--- config.mk ---
export PLATFORM = sky130hd
export DESIGN_NAME = humidity_temp_frame_decoder
export DESIGN_NICKNAME = d
export VERILOG_FILES = /design/src/rtl/htfd_pkg.sv /design/src/rtl/humidity_temp_frame_decoder.sv
export SDC_FILE = /design/constraint.sdc
export NUM_CORES = 1
export LEC_CHECK = 0
export BUFFER_PORTS_ARGS = -buffer_cell sky130_fd_sc_hd__buf_2
export CORE_UTILIZATION = 50
export CTS_CLUSTER_SIZE = 10
export DETAILED_ROUTE_END_ITERATION = 10
export GPL_TIMING_DRIVEN = 0
export PLACE_DENSITY = 0.71
export SYNTH_ARGS = -nofsm -noshare
export SYNTH_HDL_FRONTEND = slang
export SYNTH_SLANG_ARGS = --single-unit
--- constraint.sdc ---
create_clock -name clk_i -period 8.1 [get_ports clk_i]
set_clock_uncertainty 0.1 [all_clocks]
set_input_delay 1.62 -clock clk_i [delete_from_list [all_inputs] [get_ports clk_i]]
set_output_delay 1.62 -clock clk_i [all_outputs]
set_load 0.03 [all_outputs]
--- src/rtl/htfd_pkg.sv ---
// ----------------------------------------------------------------------------
// htfd_pkg - shared definitions for the humidity/temperature frame decoder
// Register map, reset values, byte positions and the CRC-8 step function.
// ----------------------------------------------------------------------------
`default_nettype none

package htfd_pkg;

  // Register indexes (byte address = 4 * index)
  localparam int unsigned RegIdxW = 3;
  localparam logic [RegIdxW-1:0] REG_SENSOR_MODE = 3'd0;
  localparam logic [RegIdxW-1:0] REG_TEMP_GAIN   = 3'd1;
  localparam logic [RegIdxW-1:0] REG_HUMI_GAIN   = 3'd2;
  localparam logic [RegIdxW-1:0] REG_TEMP_OFFSET = 3'd3;
  localparam logic [RegIdxW-1:0] REG_HUMI_OFFSET = 3'd4;

  localparam int unsigned AddrW = 5;
  localparam int unsigned DataW = 32;

  // Register reset values
  localparam logic        MODE_RST        = 1'b0;
  localparam logic [14:0] TEMP_GAIN_RST   = 15'd17500;
  localparam logic [15:0] HUMI_GAIN_RST   = 16'd20000;
  localparam logic [15:0] TEMP_OFFSET_RST = 16'hEE6C;  // -4500
  localparam logic [15:0] HUMI_OFFSET_RST = 16'h0000;

  // Frame byte positions
  localparam logic [2:0] POS_TEMP_HI   = 3'd0;
  localparam logic [2:0] POS_TEMP_LO   = 3'd1;
  localparam logic [2:0] POS_CRC       = 3'd2;
  localparam logic [2:0] POS_LAST_PLN  = 3'd3;
  localparam logic [2:0] POS_LAST_CHK  = 3'd4;
  localparam logic [2:0] POS_IDLE      = 3'd7;

  // CRC-8, polynomial 0x31, MSB first
  localparam logic [7:0] CRC_POLY = 8'h31;
  localparam logic [7:0] CRC_INIT = 8'hFF;

  localparam logic [15:0] TEMP_RAW_BAD = 16'hFFFF;
  localparam logic [13:0] HUMI_MAX     = 14'd9999;

  function automatic logic [7:0] crc8_byte(input logic [7:0] crc, input logic [7:0] data);
    logic [7:0] c;
    c = crc ^ data;
    for (int k = 0; k < 8; k++) begin
      c = c[7] ? ((c << 1) ^ CRC_POLY) : (c << 1);
    end
    return c;
  endfunction

endpackage

`default_nettype wire

--- src/rtl/humidity_temp_frame_decoder.sv ---
// ----------------------------------------------------------------------------
// humidity_temp_frame_decoder - sensor byte stream to scaled readings
// Frames sensor bytes, checks the CRC-8 and scales temperature and humidity.
// ----------------------------------------------------------------------------
// Takes one sensor byte per request on the input channel and returns one
// reading per completed frame. A byte with frame_start_i set restarts the
// frame. In checked mode (sensor_mode = 0) a frame is temperature high/low,
// CRC-8 (poly 0x31, init 0xFF, over the temperature bytes), humidity
// high/low; in plain mode (sensor_mode = 1) the CRC byte is absent and
// data_ok_o is always 1. Temperature is ((raw*temp_gain)>>16)+temp_offset
// saturated to 16 bits signed; humidity is ((raw*humi_gain)>>16)+humi_offset
// clamped to 0..9999. Bytes after a frame's end are dropped until the next
// frame start. Rate: one byte per clock cycle while in_stall_o is low; the
// framing state and CRC update in the cycle a byte is taken, and the last
// byte's 16x15 and 16x16 multiplies, offset adds and clamps go straight
// into the result buffer, which registers the reading. A two-entry result
// buffer (output register plus skid register) keeps bytes flowing while a
// reading waits; input stall rises only when both entries hold readings.
// Registers at byte addresses 0x00 mode, 0x04 temp_gain, 0x08 humi_gain,
// 0x0C temp_offset, 0x10 humi_offset; write them only while idle.
`default_nettype none

module humidity_temp_frame_decoder (
  input  wire logic                        clk_i,
  input  wire logic                        rst_ni,
  // configuration port
  input  wire logic                        psel,
  input  wire logic                        penable,
  input  wire logic                        pwrite,
  input  wire logic [htfd_pkg::AddrW-1:0]  paddr,
  input  wire logic [htfd_pkg::DataW-1:0]  pwdata,
  output      logic [htfd_pkg::DataW-1:0]  prdata,
  output      logic                        pready,
  // byte input channel
  input  wire logic                        in_valid_i,
  output      logic                        in_stall_o,
  input  wire logic [7:0]                  rx_byte_i,
  input  wire logic                        frame_start_i,
  // reading output channel
  output      logic                        out_valid_o,
  input  wire logic                        out_stall_i,
  output      logic signed [15:0]          temperature_o,
  output      logic [13:0]                 humidity_o,
  output      logic                        data_ok_o
);

  import htfd_pkg::*;

  // --------------------------------------------------------------------------
  // Configuration registers
  // --------------------------------------------------------------------------
  logic        mode_q;
  logic [14:0] temp_gain_q;
  logic [15:0] humi_gain_q;
  logic [15:0] temp_offset_q;
  logic [15:0] humi_offset_q;

  logic               cfg_wr;
  logic [RegIdxW-1:0] cfg_idx;

  assign pready  = 1'b1;
  assign cfg_wr  = psel & penable & pwrite & pready;
  assign cfg_idx = paddr[AddrW-1:2];

  always_ff @(posedge clk_i or negedge rst_ni) begin
    if (!rst_ni) begin
      mode_q        <= MODE_RST;
      temp_gain_q   <= TEMP_GAIN_RST;
      humi_gain_q   <= HUMI_GAIN_RST;
      temp_offset_q <= TEMP_OFFSET_RST;
      humi_offset_q <= HUMI_OFFSET_RST;
    end else if (cfg_wr) begin
      // drop writes beyond the register list
      unique case (cfg_idx)
        REG_SENSOR_MODE: mode_q        <= pwdata[0];
        REG_TEMP_GAIN:   temp_gain_q   <= pwdata[14:0];
        REG_HUMI_GAIN:   humi_gain_q   <= pwdata[15:0];
        REG_TEMP_OFFSET: temp_offset_q <= pwdata[15:0];
        REG_HUMI_OFFSET: humi_offset_q <= pwdata[15:0];
        default: ;
      endcase
    end
  end

  always_comb begin
    unique case (cfg_idx)
      REG_SENSOR_MODE: prdata = {{(DataW-1){1'b0}}, mode_q};
      REG_TEMP_GAIN:   prdata = {{(DataW-15){1'b0}}, temp_gain_q};
      REG_HUMI_GAIN:   prdata = {{(DataW-16){1'b0}}, humi_gain_q};
      REG_TEMP_OFFSET: prdata = {{(DataW-16){1'b0}}, temp_offset_q};
      REG_HUMI_OFFSET: prdata = {{(DataW-16){1'b0}}, humi_offset_q};
      default:         prdata = '0;
    endcase
  end

  // --------------------------------------------------------------------------
  // Framing state
  // --------------------------------------------------------------------------
  logic [2:0]  pos_q, pos_d;
  logic [7:0]  crc_q, crc_d;
  logic [15:0] temp_raw_q, temp_raw_d;
  logic [7:0]  humi_hi_q, humi_hi_d;
  logic [7:0]  rx_crc_q, rx_crc_d;

  logic        in_acc;
  logic [2:0]  pos_cur;
  logic [7:0]  crc_cur;
  logic [2:0]  pos_last;
  logic        byte_live;
  logic        frame_done;

  assign in_acc   = in_valid_i & ~in_stall_o;
  // a frame start restarts position and CRC, even mid-frame
  assign pos_cur  = frame_start_i ? POS_TEMP_HI : pos_q;
  assign crc_cur  = frame_start_i ? CRC_INIT : crc_q;
  assign pos_last = mode_q ? POS_LAST_PLN : POS_LAST_CHK;
  // positions past the current frame length count as idle
  assign byte_live  = (pos_cur <= pos_last);
  assign frame_done = in_acc & byte_live & (pos_cur == pos_last);

  always_comb begin
    pos_d      = pos_q;
    crc_d      = crc_q;
    temp_raw_d = temp_raw_q;
    humi_hi_d  = humi_hi_q;
    rx_crc_d   = rx_crc_q;
    if (in_acc) begin
      pos_d = pos_cur;
      crc_d = crc_cur;
      if (byte_live) begin
        if (pos_cur == POS_TEMP_HI) begin
          temp_raw_d = {rx_byte_i, 8'h00};
          crc_d      = crc8_byte(crc_cur, rx_byte_i);
        end else if (pos_cur == POS_TEMP_LO) begin
          temp_raw_d = {temp_raw_q[15:8], rx_byte_i};
          crc_d      = crc8_byte(crc_cur, rx_byte_i);
        end else if (!mode_q && pos_cur == POS_CRC) begin
          rx_crc_d = rx_byte_i;
        end else if (pos_cur == pos_last - 3'd1) begin
          humi_hi_d = rx_byte_i;
        end
        pos_d = (pos_cur == pos_last) ? POS_IDLE : pos_cur + 3'd1;
      end
    end
  end

  always_ff @(posedge clk_i or negedge rst_ni) begin
    if (!rst_ni) begin
      pos_q      <= POS_TEMP_HI;
      crc_q      <= CRC_INIT;
      temp_raw_q <= '0;
      humi_hi_q  <= '0;
      rx_crc_q   <= '0;
    end else begin
      pos_q      <= pos_d;
      crc_q      <= crc_d;
      temp_raw_q <= temp_raw_d;
      humi_hi_q  <= humi_hi_d;
      rx_crc_q   <= rx_crc_d;
    end
  end

  // --------------------------------------------------------------------------
  // Scaling for the last byte of a frame
  // --------------------------------------------------------------------------
  logic [15:0]        humi_raw;
  logic [30:0]        temp_prod;
  logic [31:0]        humi_prod;
  logic signed [16:0] temp_sum;
  logic signed [17:0] humi_sum;
  logic signed [15:0] temp_res;
  logic [13:0]        humi_res;
  logic               ok_res;

  assign humi_raw  = {humi_hi_q, rx_byte_i};
  assign temp_prod = {15'd0, temp_raw_q} * {16'd0, temp_gain_q};
  assign humi_prod = {16'd0, humi_raw} * {16'd0, humi_gain_q};

  assign temp_sum = $signed({2'b00, temp_prod[30:16]})
                  + $signed({temp_offset_q[15], temp_offset_q});
  assign humi_sum = $signed({2'b00, humi_prod[31:16]})
                  + $signed({{2{humi_offset_q[15]}}, humi_offset_q});

  always_comb begin
    // saturate temperature to 16 bits signed
    if (temp_sum > $signed(17'sd32767)) begin
      temp_res = 16'sh7FFF;
    end else if (temp_sum < -$signed(17'sd32768)) begin
      temp_res = 16'sh8000;
    end else begin
      temp_res = temp_sum[15:0];
    end
    // clamp humidity to 0..9999
    if (humi_sum < $signed(18'sd0)) begin
      humi_res = '0;
    end else if (humi_sum > $signed({4'b0000, HUMI_MAX})) begin
      humi_res = HUMI_MAX;
    end else begin
      humi_res = humi_sum[13:0];
    end
  end

  assign ok_res = mode_q | ((crc_q == rx_crc_q) & (temp_raw_q != TEMP_RAW_BAD));

  // --------------------------------------------------------------------------
  // Result buffer: output register plus skid register
  // --------------------------------------------------------------------------
  logic               out_vld_q, skid_vld_q;
  logic signed [15:0] out_temp_q, skid_temp_q;
  logic [13:0]        out_humi_q, skid_humi_q;
  logic               out_ok_q, skid_ok_q;
  logic               out_take;

  assign out_take   = out_vld_q & ~out_stall_i;
  // hold input while both entries are full
  assign in_stall_o = skid_vld_q;

  always_ff @(posedge clk_i or negedge rst_ni) begin
    if (!rst_ni) begin
      out_vld_q  <= 1'b0;
      skid_vld_q <= 1'b0;
    end else if (skid_vld_q) begin
      if (out_take) begin
        skid_vld_q <= 1'b0;
      end
    end else if (frame_done) begin
      if (out_vld_q && !out_take) begin
        skid_vld_q <= 1'b1;
      end else begin
        out_vld_q <= 1'b1;
      end
    end else if (out_take) begin
      out_vld_q <= 1'b0;
    end
  end

  always_ff @(posedge clk_i) begin
    if (skid_vld_q) begin
      if (out_take) begin
        out_temp_q <= skid_temp_q;
        out_humi_q <= skid_humi_q;
        out_ok_q   <= skid_ok_q;
      end
    end else if (frame_done) begin
      if (out_vld_q && !out_take) begin
        skid_temp_q <= temp_res;
        skid_humi_q <= humi_res;
        skid_ok_q   <= ok_res;
      end else begin
        out_temp_q <= temp_res;
        out_humi_q <= humi_res;
        out_ok_q   <= ok_res;
      end
    end
  end

  assign out_valid_o   = out_vld_q;
  assign temperature_o = out_temp_q;
  assign humidity_o    = out_humi_q;
  assign data_ok_o     = out_ok_q;

  // --------------------------------------------------------------------------
  // Assertions
  // --------------------------------------------------------------------------
  a_skid_needs_out: assert property (@(posedge clk_i) disable iff (!rst_ni)
    skid_vld_q |-> out_vld_q)
    else $error("skid entry held while output register empty");

  a_pos_legal: assert property (@(posedge clk_i) disable iff (!rst_ni)
    (pos_q != 3'd5) && (pos_q != 3'd6))
    else $error("byte position out of range");

  a_done_goes_idle: assert property (@(posedge clk_i) disable iff (!rst_ni)
    frame_done |=> (pos_q == POS_IDLE))
    else $error("frame end did not return to idle");

  a_humi_clamped: assert property (@(posedge clk_i) disable iff (!rst_ni)
    out_vld_q |-> (out_humi_q <= HUMI_MAX))
    else $error("humidity above clamp limit");

  a_skid_drains: assert property (@(posedge clk_i) disable iff (!rst_ni)
    (skid_vld_q && out_take) |=> (out_vld_q && !skid_vld_q))
    else $error("skid entry not moved to output");

endmodule

`default_nettype wire
==> out/metrics.cfg, run 1 <==
[sta]
setup_violations = 53
fin_crit_sh = 1.148
fin_ws_ns = -1.197
fmax_mhz = 107.6
rsz0062_at_grt = true
fin_crit_ns = 9.297
final_hold_viol_count = 0
final_max_slew_viol_count = 0
max_slew_margin = 0.2053
fin_tns_setup_ns = -30.75
worst_pin_slew_ns = 1.183

[global_routing]
grt_start_max_net_pins = 70
antenna_found_initial = 2
grt_pass1_vias = 20620
grt_first_pass_wirelength_mm = 113.2
grt-ovfl-total = 0
grt_usage = 0.2900

[floorplanning]
die-area_um2 = 50920
die_h_um = 225.6
dieWidth_um = 225.6
start_util = 0.5088
rows = 81
core_um2 = 49150
io-pin-count = 119

[detailed_routing]
first_pass_iters = 5
ant_nets = 0
wl_per_cell_um = 20.34
via_per_inst = 5.561
vias = 19540
wl_mm = 71.47
drc_errors = 0
dr.first_iter.drc_count = 1359

[worst_setup_path]
rr_startpoint = humi_gain_q[1]
path_class = primary input to flip-flop
crit_buf_inv = 12
cp.arrival_ns = 9.39
crit_family = adder cells
cpPeakStageDelay_ns = 0.54
r2r_slack_ns = -1.10
crit_fanout = 6
start_kind = primary input
rr_worst_depth = 33
cpMaxStageDelayCell = fa_2
r2r-end = humidity_o[6]
endpoint_kind = flip-flop
cp.required_ns = 8.19
crit_top_cell = fa_1

[hold_path]
hold_path_depth = 2
hold_start = pos_q[0]
hold_class = flip-flop to flip-flop
hold_end = pos_q[0]

[finish]
regArea_um2 = 4649
syn_to_final_growth_pct = 20.38
multi_input_comb_area_um2 = 19710
fillers = 3923
fin_nets = 3496
drive_above_1_share = 0.2461
final_util = 0.6125

[cts]
numCtsBuffers = 17
cts.path.max_buffers = 2
clock-root-buffer = clkbuf_16
cts-hold-fix-buffers = 0
clkLatencyLatePin_ns = 0.44
cts_tree = yes
clkTransAtPathRegs_ns = 0.07
htree_levels = 4
clock-sinks = 171

[outcome]
violations = negative setup slack
status = finished with violations

[placement]
dp_hpwl_mm = 53.74
place.gp.congestion = 0.9429
io_buffers = 83
post-place-ws_ns = -2.954

[logic_synthesis]
synthArstFlopShare = 0.6374
yosys.area.top_type = fa_1
synthTopCellsByCount = 459 x inv_1, 374 x fa_1, 325 x nand2_1, 257 x and2_1, 234 x ha_1
synthFlopType = dfrtp_1
ys_seq_area_frac = 0.1850
syn_inst = 2591
synth_top_area_share = 0.2994
synthTopCellsByArea = fa_1 30%, ha_1 12%, dfrtp_1 8.0%
ys_ff_latch = 171
synth_area_um2 = 25010
synth-edff-count = 62
yosys_warnings = 0
syn_area_per_cell_um2 = 9.652
synth_most_common_cell = inv_1
synth_cell_types = 82

[flow_run]
cap_violations = 0

## per-stage QoR
stage | instances | cell area [um2] | hold slack [ns]
2_1_floorplan | 2606 | 25320 | 0.3496
3_3_place_gp | 3353 | 26570 | 0.3706
3_5_place_dp | 3354 | 26610 | 0.3926
4_1_cts | 3467 | 29090 | 0.4110
5_1_grt | 3514 | 30110 | 0.4356
6_report | 3514 | 30110 | 0.4134
## worst reg2reg max path, delay by kind of cell (launching register included)
kind / cells / cell delay (ns)
adders and majority gates: 9 / 3.88
buffers and inverters: 11 / 1.87
xor gates and xnor gates: 2 / 0.44
and+or+nand+nor: 3 / 0.42
AOI/OAI and AO/OA: 8 / 1.94
DFF: 1 / 0.33
## state kept, by name, summed over array words and instances (netlist names)
name	flops
temp_raw_q	16
data_ok_o	1
skid_temp_q	16
pos_q	3
temp_offset_q	16
skid_ok_q	1
skid_humi_q	14
temp_gain_q	15
humi_offset_q	16
out_valid_o	1
rx_crc_q	8
mode_q	1
humidity_o	14
temperature_o	16
in_stall_o	1
humi_hi_q	8
humi_gain_q	16
crc_q	8
## how the worst max path moves through the flow
stage	from	cells past startpoint	end
3_3_place_gp	rx_byte_i[3]	30	skid_humi_q[0]
3_5_place_dp	rx_byte_i[3]	30	skid_humi_q[0]
2_1_floorplan	rx_byte_i[5]	31	skid_humi_q[0]
6_report	rx_byte_i[7]	34	humidity_o[6]
4_1_cts	rx_byte_i[7]	34	skid_humi_q[0]
5_1_grt	rx_byte_i[7]	34	humidity_o[6]
## cells by family (layout without fill, tap and decap cells)
group	Yosys count	in the layout	synth area share
and+or+nand+nor	749	749	0.1486
DFF	171	171	0.1850
muxes	120	120	0.05343
adders and majority gates	608	608	0.4164
AOI/OAI and AO/OA	263	263	0.07344
xor gates and xnor gates	90	90	0.03152
buffers and inverters	588	830	0.09125
other	2	19	0.0003003
## repair_timing
action,CTS,global route
pin swaps,118,97
setup buffers,83,51
cloned,4,0
setup endpoints to repair,60,60
resized for setup,284,167
## placed cells by master, fill, tap and decap left out, types with 28 or more instances in the layout
cell / instances
nor2_1: 49
and2_1: 241
buf_4: 120
o21ai_0: 34
dfrtp_1: 61
a21o_1: 35
buf_2: 79
buf_6: 38
nand2_1: 311
dfstp_2: 29
a21oi_1: 33
clkbuf_16: 28
edfxtp_1: 62
fa_1: 360
clkbuf_1: 49
ha_1: 206
xnor2_1: 42
inv_1: 445
mux2_2: 103
## metal layers
metal  up-vias  global-route usage  wire (um)
met1     10000              0.3887      28830
met5         -                   0          0
met3       145             0.04189       5175
met2       750              0.4792      34740
met4         0              0.1036       2717
li1       8647                   -          -
## final cells by class
| class | count | share of cell area |
|---|---|---|
| Buffer | 120 | 0.03159 |
| Clock inverter | 14 | 0.005278 |
| Tap cell | 664 | 0.02760 |
| Inverter | 460 | 0.05735 |
| Antenna cell | 2 | 0.0001662 |
| Clock buffer | 18 | 0.01426 |
| Sequential cell | 171 | 0.1544 |
| Multi-Input combinational cell | 1847 | 0.6545 |
| Timing Repair Buffer | 218 | 0.05478 |
Power of run 1 is not shown: default switching activity piles up to over one toggle a cycle in this logic, so the estimate is an artifact.
==> run 2, diff against run 1 <==
CORE_UTILIZATION = 35   (was 50)
PLACE_DENSITY = default   (was 0.71)
==> run 2 against run 1 <==
The run still ends with negative setup slack left. Fmax rose by 0.32%. Global-route usage down 9.2 points. Non-clock buffer count down 9. Wire length shrank 1.2%. Sequential cell count is the same. Sequential share of layout area about the same. Die area rose by 42%. Count of clock-buffer cells in the layout unchanged. First-iteration DRC count fell by 32%.
==> out/metrics.cfg, run 2 (synthesized netlist as in run 1, its figures left out) <==
[outcome]
status = finished with violations  ; unchanged
violations = negative setup slack  ; unchanged

[cts]
cts_tree = yes  ; unchanged
clock-sinks = 171  ; unchanged
cts-hold-fix-buffers = 0  ; unchanged
numCtsBuffers = 17  ; unchanged
clock-root-buffer = clkbuf_16  ; unchanged
htree_levels = 4  ; unchanged
clkTransAtPathRegs_ns = 0.08  ; was 0.07 ns
cts.path.max_buffers = 2  ; unchanged
clkLatencyLatePin_ns = 0.45  ; was 0.44 ns

[global_routing]
grt_pass1_vias = 19870  ; was 20620
grt_usage = 0.1984  ; was 0.2900
grt_start_max_net_pins = 71  ; was 70
grt-ovfl-total = 0  ; unchanged
grt_first_pass_wirelength_mm = 111.9  ; was 113.2 mm
antenna_found_initial = 4  ; was 2

[detailed_routing]
vias = 18910  ; was 19540
via_per_inst = 5.003  ; was 5.561
drc_errors = 0  ; unchanged
wl_mm = 70.63  ; was 71.47 mm
wl_per_cell_um = 18.69  ; was 20.34 um
dr.first_iter.drc_count = 929  ; was 1359
ant_nets = 0  ; unchanged
first_pass_iters = 5  ; unchanged

[floorplanning]
die-area_um2 = 72530  ; was 50920 um2
start_util = 0.3553  ; was 0.5088
die_h_um = 269.3  ; was 225.6 um
io-pin-count = 119  ; unchanged
core_um2 = 70390  ; was 49150 um2
dieWidth_um = 269.3  ; was 225.6 um
rows = 97  ; was 81

[sta]
setup_violations = 53  ; unchanged
rsz0062_at_grt = true  ; unchanged
final_hold_viol_count = 0  ; unchanged
fmax_mhz = 107.9  ; was 107.6 MHz
max_slew_margin = 0.2737  ; was 0.2053
final_max_slew_viol_count = 0  ; unchanged
fin_crit_ns = 9.268  ; was 9.297 ns
worst_pin_slew_ns = 1.081  ; was 1.183 ns
fin_ws_ns = -1.168  ; was -1.197 ns
fin_crit_sh = 1.144  ; was 1.148

[worst_setup_path]
cpMaxStageDelayCell = fa_1  ; was fa_2
path_class = primary input to flip-flop  ; unchanged
cpPeakStageDelay_ns = 0.57  ; was 0.54 ns
cp.required_ns = 8.20  ; was 8.19 ns
cp.arrival_ns = 9.37  ; was 9.39 ns
crit_top_cell = inv_2  ; was fa_1
endpoint_kind = flip-flop  ; unchanged
start_kind = primary input  ; unchanged
crit_fanout = 5  ; was 6

[placement]
place_area_um2 = 26980  ; was 26610 um2
io_buffers = 83  ; unchanged
post-place-ws_ns = -3.088  ; was -2.954 ns
dp_hpwl_mm = 54.55  ; was 53.74 mm
place.gp.congestion = 0.8943  ; was 0.9429

[flow_run]
cap_violations = 0  ; unchanged

[finish]
final_cell_mix = 439 x inv_1, 364 x fa_1, 311 x nand2_1, 245 x and2_1, 211 x ha_1  ; was 445 x inv_1, 360 x fa_1, 311 x nand2_1, 241 x and2_1, 206 x ha_1
final_common_cell = inv_1  ; unchanged
fin_nets = 3487  ; was 3496
syn_to_final_growth_pct = 20.36  ; was 20.38%
fillers = 6894  ; was 3923
regArea_um2 = 4644  ; was 4649 um2
multi_input_comb_area_um2 = 19450  ; was 19710 um2
drive_above_1_share = 0.2374  ; was 0.2461
final_cell_area_um2 = 30100  ; was 30110 um2
final_util = 0.4276  ; was 0.6125

[hold_path]
hold_class = flip-flop to flip-flop  ; unchanged

[run 2: worst max-delay path: cells and delay by family]
| family | cells | cell delay [ns] |
|---|---|---|
| adders and majority gates | 9 | 4.09 |
| AOI/OAI and AO/OA | 7 | 1.68 |
| buffers and inverters | 9 | 0.78 |
| and+or+nand+nor | 4 | 0.62 |
| xor gates and xnor gates | 2 | 0.55 |
[run 2: routing by layer]
metal,up-vias,GRT usage,part of all wire
met3,107,0.03099,0.051
met5,-,0,0
met2,459,0.3346,0.49
li1,8628,-,-
met1,9717,0.2569,0.43
met4,0,0.07162,0.033
[run 2: worst paths after layout]
kind,slack (ns),cells after the start,to,from
hold / removal,0.39,2,pos_q[1],pos_q[1]
hold reg to reg,0.39,2,pos_q[1],pos_q[1]
setup reg to reg,-1.05,32,humidity_o[7],humi_gain_q[2]
setup / recovery,-1.17,31,humidity_o[7],rx_byte_i[3]
min in group asynchronous,1.05,1,humi_hi_q[1],rst_ni
max in group asynchronous,6.07,2,temp_offset_q[14],rst_ni
[run 2: cell type report]
cell class,count,share of cell area
Inverter,460,0.05736
Clock inverter,14,0.006484
Antenna cell,1,0.00008313
Clock buffer,18,0.01496
Timing Repair Buffer,208,0.05142
Tap cell,940,0.03907
Buffer,121,0.03001
Sequential cell,171,0.1543
Multi-Input combinational cell,1847,0.6463
[run 2: timing repair]
action / in CTS / in global routing
setup endpoints to repair: 60 / 60
setup buffers: 76 / 48
gates resized for setup: 233 / 158
cloned: 2 / 0
pin swaps: 94 / 90
[run 2: through the flow]
| step | instances | setup TNS [ns] | hold slack (ns) |
|---|---|---|---|
| after floorplan | 2606 | -22.31 | 0.3496 |
| after global placement | 3629 | -122.29 | 0.3657 |
| after detailed placement | 3631 | -124.30 | 0.3715 |
| after CTS | 3736 | -35.24 | 0.3892 |
| after global routing | 3780 | -44.85 | 0.4250 |
| final | 3780 | -33.28 | 0.3862 |
Power of run 2 is left out for the same reason.
==> run 3, diff against run 2 <==
CORE_UTILIZATION = 55   (was 35)
PLACE_DENSITY = 0.75   (was default)
==> run 3 against run 2 <==
The flow still finishes with violations (negative setup slack). Core utilization increased by 23 points. Final area is 2.1% lower. Sequential share of layout area increased by 0.35 points. First-iteration DRC count is 65% higher. Worst setup slack worse by 0.12 ns. Fmax shrank 1.3%. Critical endpoint is now skid_humi_q[1]. Count of clock-buffer cells in the layout down 1.
==> out/metrics.cfg, run 3 (synthesized netlist as in run 1, its figures left out) <==
[floorplanning]
core_um2 = 44510  ; was 70390 um2
die-area_um2 = 46330  ; was 72530 um2
dieWidth_um = 215.2  ; was 269.3 um
rows = 77  ; was 97
start_util = 0.5619  ; was 0.3553
die_h_um = 215.2  ; was 269.3 um
io-pin-count = 119  ; unchanged

[sta]
setup_violations = 51  ; was 53
final_max_slew_viol_count = 0  ; unchanged
fin_crit_sh = 1.159  ; was 1.144
fmax_mhz = 106.6  ; was 107.9 MHz
rsz0062_at_grt = true  ; unchanged
fin_ws_ns = -1.285  ; was -1.168 ns
final_hold_viol_count = 0  ; unchanged
max_slew_margin = 0.2417  ; was 0.2737
worst_pin_slew_ns = 1.129  ; was 1.081 ns
fin_crit_ns = 9.385  ; was 9.268 ns
fin_tns_setup_ns = -35.75  ; was -33.28 ns

[placement]
dp_hpwl_mm = 53.23  ; was 54.55 mm
place_inst = 3282  ; was 3631
place.gp.congestion = 0.9558  ; was 0.8943
io_buffers = 83  ; unchanged
post-place-ws_ns = -2.958  ; was -3.088 ns

[detailed_routing]
drc_errors = 0  ; unchanged
first_pass_iters = 8  ; was 5
ant_nets = 0  ; unchanged
via_per_inst = 5.764  ; was 5.003
dr.first_iter.drc_count = 1532  ; was 929
wl_per_cell_um = 20.43  ; was 18.69 um
vias = 19690  ; was 18910
wl_mm = 69.82  ; was 70.63 mm

[hold_path]
hold_class = flip-flop to flip-flop  ; unchanged

[cts]
htree_levels = 4  ; unchanged
cts.path.max_buffers = 2  ; unchanged
numCtsBuffers = 17  ; unchanged
clkTransAtPathRegs_ns = 0.08  ; about the same
cts-hold-fix-buffers = 0  ; unchanged
clkLatencyLatePin_ns = 0.45  ; about the same
clock-sinks = 171  ; unchanged
cts_tree = yes  ; unchanged
clock-root-buffer = clkbuf_16  ; unchanged

[finish]
stdcell_count = 3417  ; was 3780
syn_to_final_growth_pct = 17.80  ; was 20.36%
final_util = 0.6619  ; was 0.4276
drive_above_1_share = 0.2296  ; was 0.2374
final_cell_mix = 445 x inv_1, 363 x fa_1, 319 x nand2_1, 241 x and2_1, 211 x ha_1  ; was 439 x inv_1, 364 x fa_1, 311 x nand2_1, 245 x and2_1, 211 x ha_1
fillers = 3403  ; was 6894
fin_nets = 3470  ; was 3487
final_common_cell = inv_1  ; unchanged

[worst_setup_path]
endpoint_kind = flip-flop  ; unchanged
start_kind = primary input  ; unchanged
cpPeakStageDelay_ns = 0.55  ; was 0.57 ns
cp.required_ns = 8.17  ; was 8.20 ns
crit_top_cell = fa_1  ; was inv_2
path_class = primary input to flip-flop  ; unchanged
cp.arrival_ns = 9.46  ; was 9.37 ns
crit_fanout = 7  ; was 5
cpMaxStageDelayCell = fa_1  ; unchanged

[flow_run]
cap_violations = 0  ; unchanged

[global_routing]
grt_usage = 0.3077  ; was 0.1984
grt_start_max_net_pins = 77  ; was 71
grt-ovfl-total = 0  ; unchanged
grt_first_pass_wirelength_mm = 111.5  ; was 111.9 mm
antenna_found_initial = 5  ; was 4
grt_pass1_vias = 21040  ; was 19870

[outcome]
status = finished with violations  ; unchanged
violations = negative setup slack  ; unchanged

==> run 3: changes by cell type in the layout (fill, tap and decap cells not counted), sizes merged <==
cell / change
clkbuf: +1
clkinv: -2
bufinv: -1
buf: -19
diode: +2
inv: +4
==> run 3: per-layer routing <==
metal | track usage | up-vias | part of all wire
met5 | 0 | - | 0.00032
met2 | 0.5145 | 878 | 0.49
li1 | - | 8587 | -
met4 | 0.1345 | 4 | 0.048
met3 | 0.04176 | 211 | 0.076
met1 | 0.4001 | 10010 | 0.39
==> run 3: area by class of cell <==
| cell class | instances | area [um2] | share of cell area |
|---|---|---|---|
| Sequential cell | 171 | 4649 | 0.1578 |
| Timing Repair Buffer | 192 | 1359 | 0.04612 |
| Inverter | 460 | 1727 | 0.05861 |
| Clock buffer | 17 | 425.4 | 0.01444 |
| Buffer | 120 | 843.3 | 0.02863 |
| Clock inverter | 15 | 216.5 | 0.007348 |
| Multi-Input combinational cell | 1847 | 19490 | 0.6616 |
| Tap cell | 592 | 740.7 | 0.02514 |
| Antenna cell | 3 | 7.507 | 0.0002548 |
==> run 3: timing repair <==
action,in CTS,in global routing
setup buffers,81,36
gates cloned,2,0
endpoints found under the setup margin,60,60
gates resized for setup,258,107
pin swaps,113,86
==> run 3: through the flow <==
step	hold slack [ns]	cell area, um2
floorplan	0.3496	25320
CTS	0.3906	28900
finish	0.3869	29460
global route	0.4392	29460
global placement	0.3691	26480
detailed placement	0.3755	26520
==> run 3: path summary, 6_finish.rpt <==
| path | startpoint | endpoint | slack (ns) | depth (start not counted) |
|---|---|---|---|---|
| max | rx_byte_i[5] | skid_humi_q[1] | -1.29 | 33 |
| min | pos_q[1] | pos_q[1] | 0.39 | 2 |
| max reg2reg | humi_gain_q[1] | skid_humi_q[1] | -1.18 | 32 |
| min reg2reg | pos_q[1] | pos_q[1] | 0.39 | 2 |
| max in group asynchronous | rst_ni | humi_gain_q[10] | 6.11 | 2 |
| min in group asynchronous | rst_ni | rx_crc_q[4] | 1.03 | 1 |
==> run 3: critical path: cells and delay by family <==
kind	cells	cell delay [ns]
fa+ha+maj	8	3.52
compound gates	11	2.35
buf+inv	9	0.91
simple gates	4	0.83
xor+xnor	1	0.21
Power of run 3 is left out for the same reason.
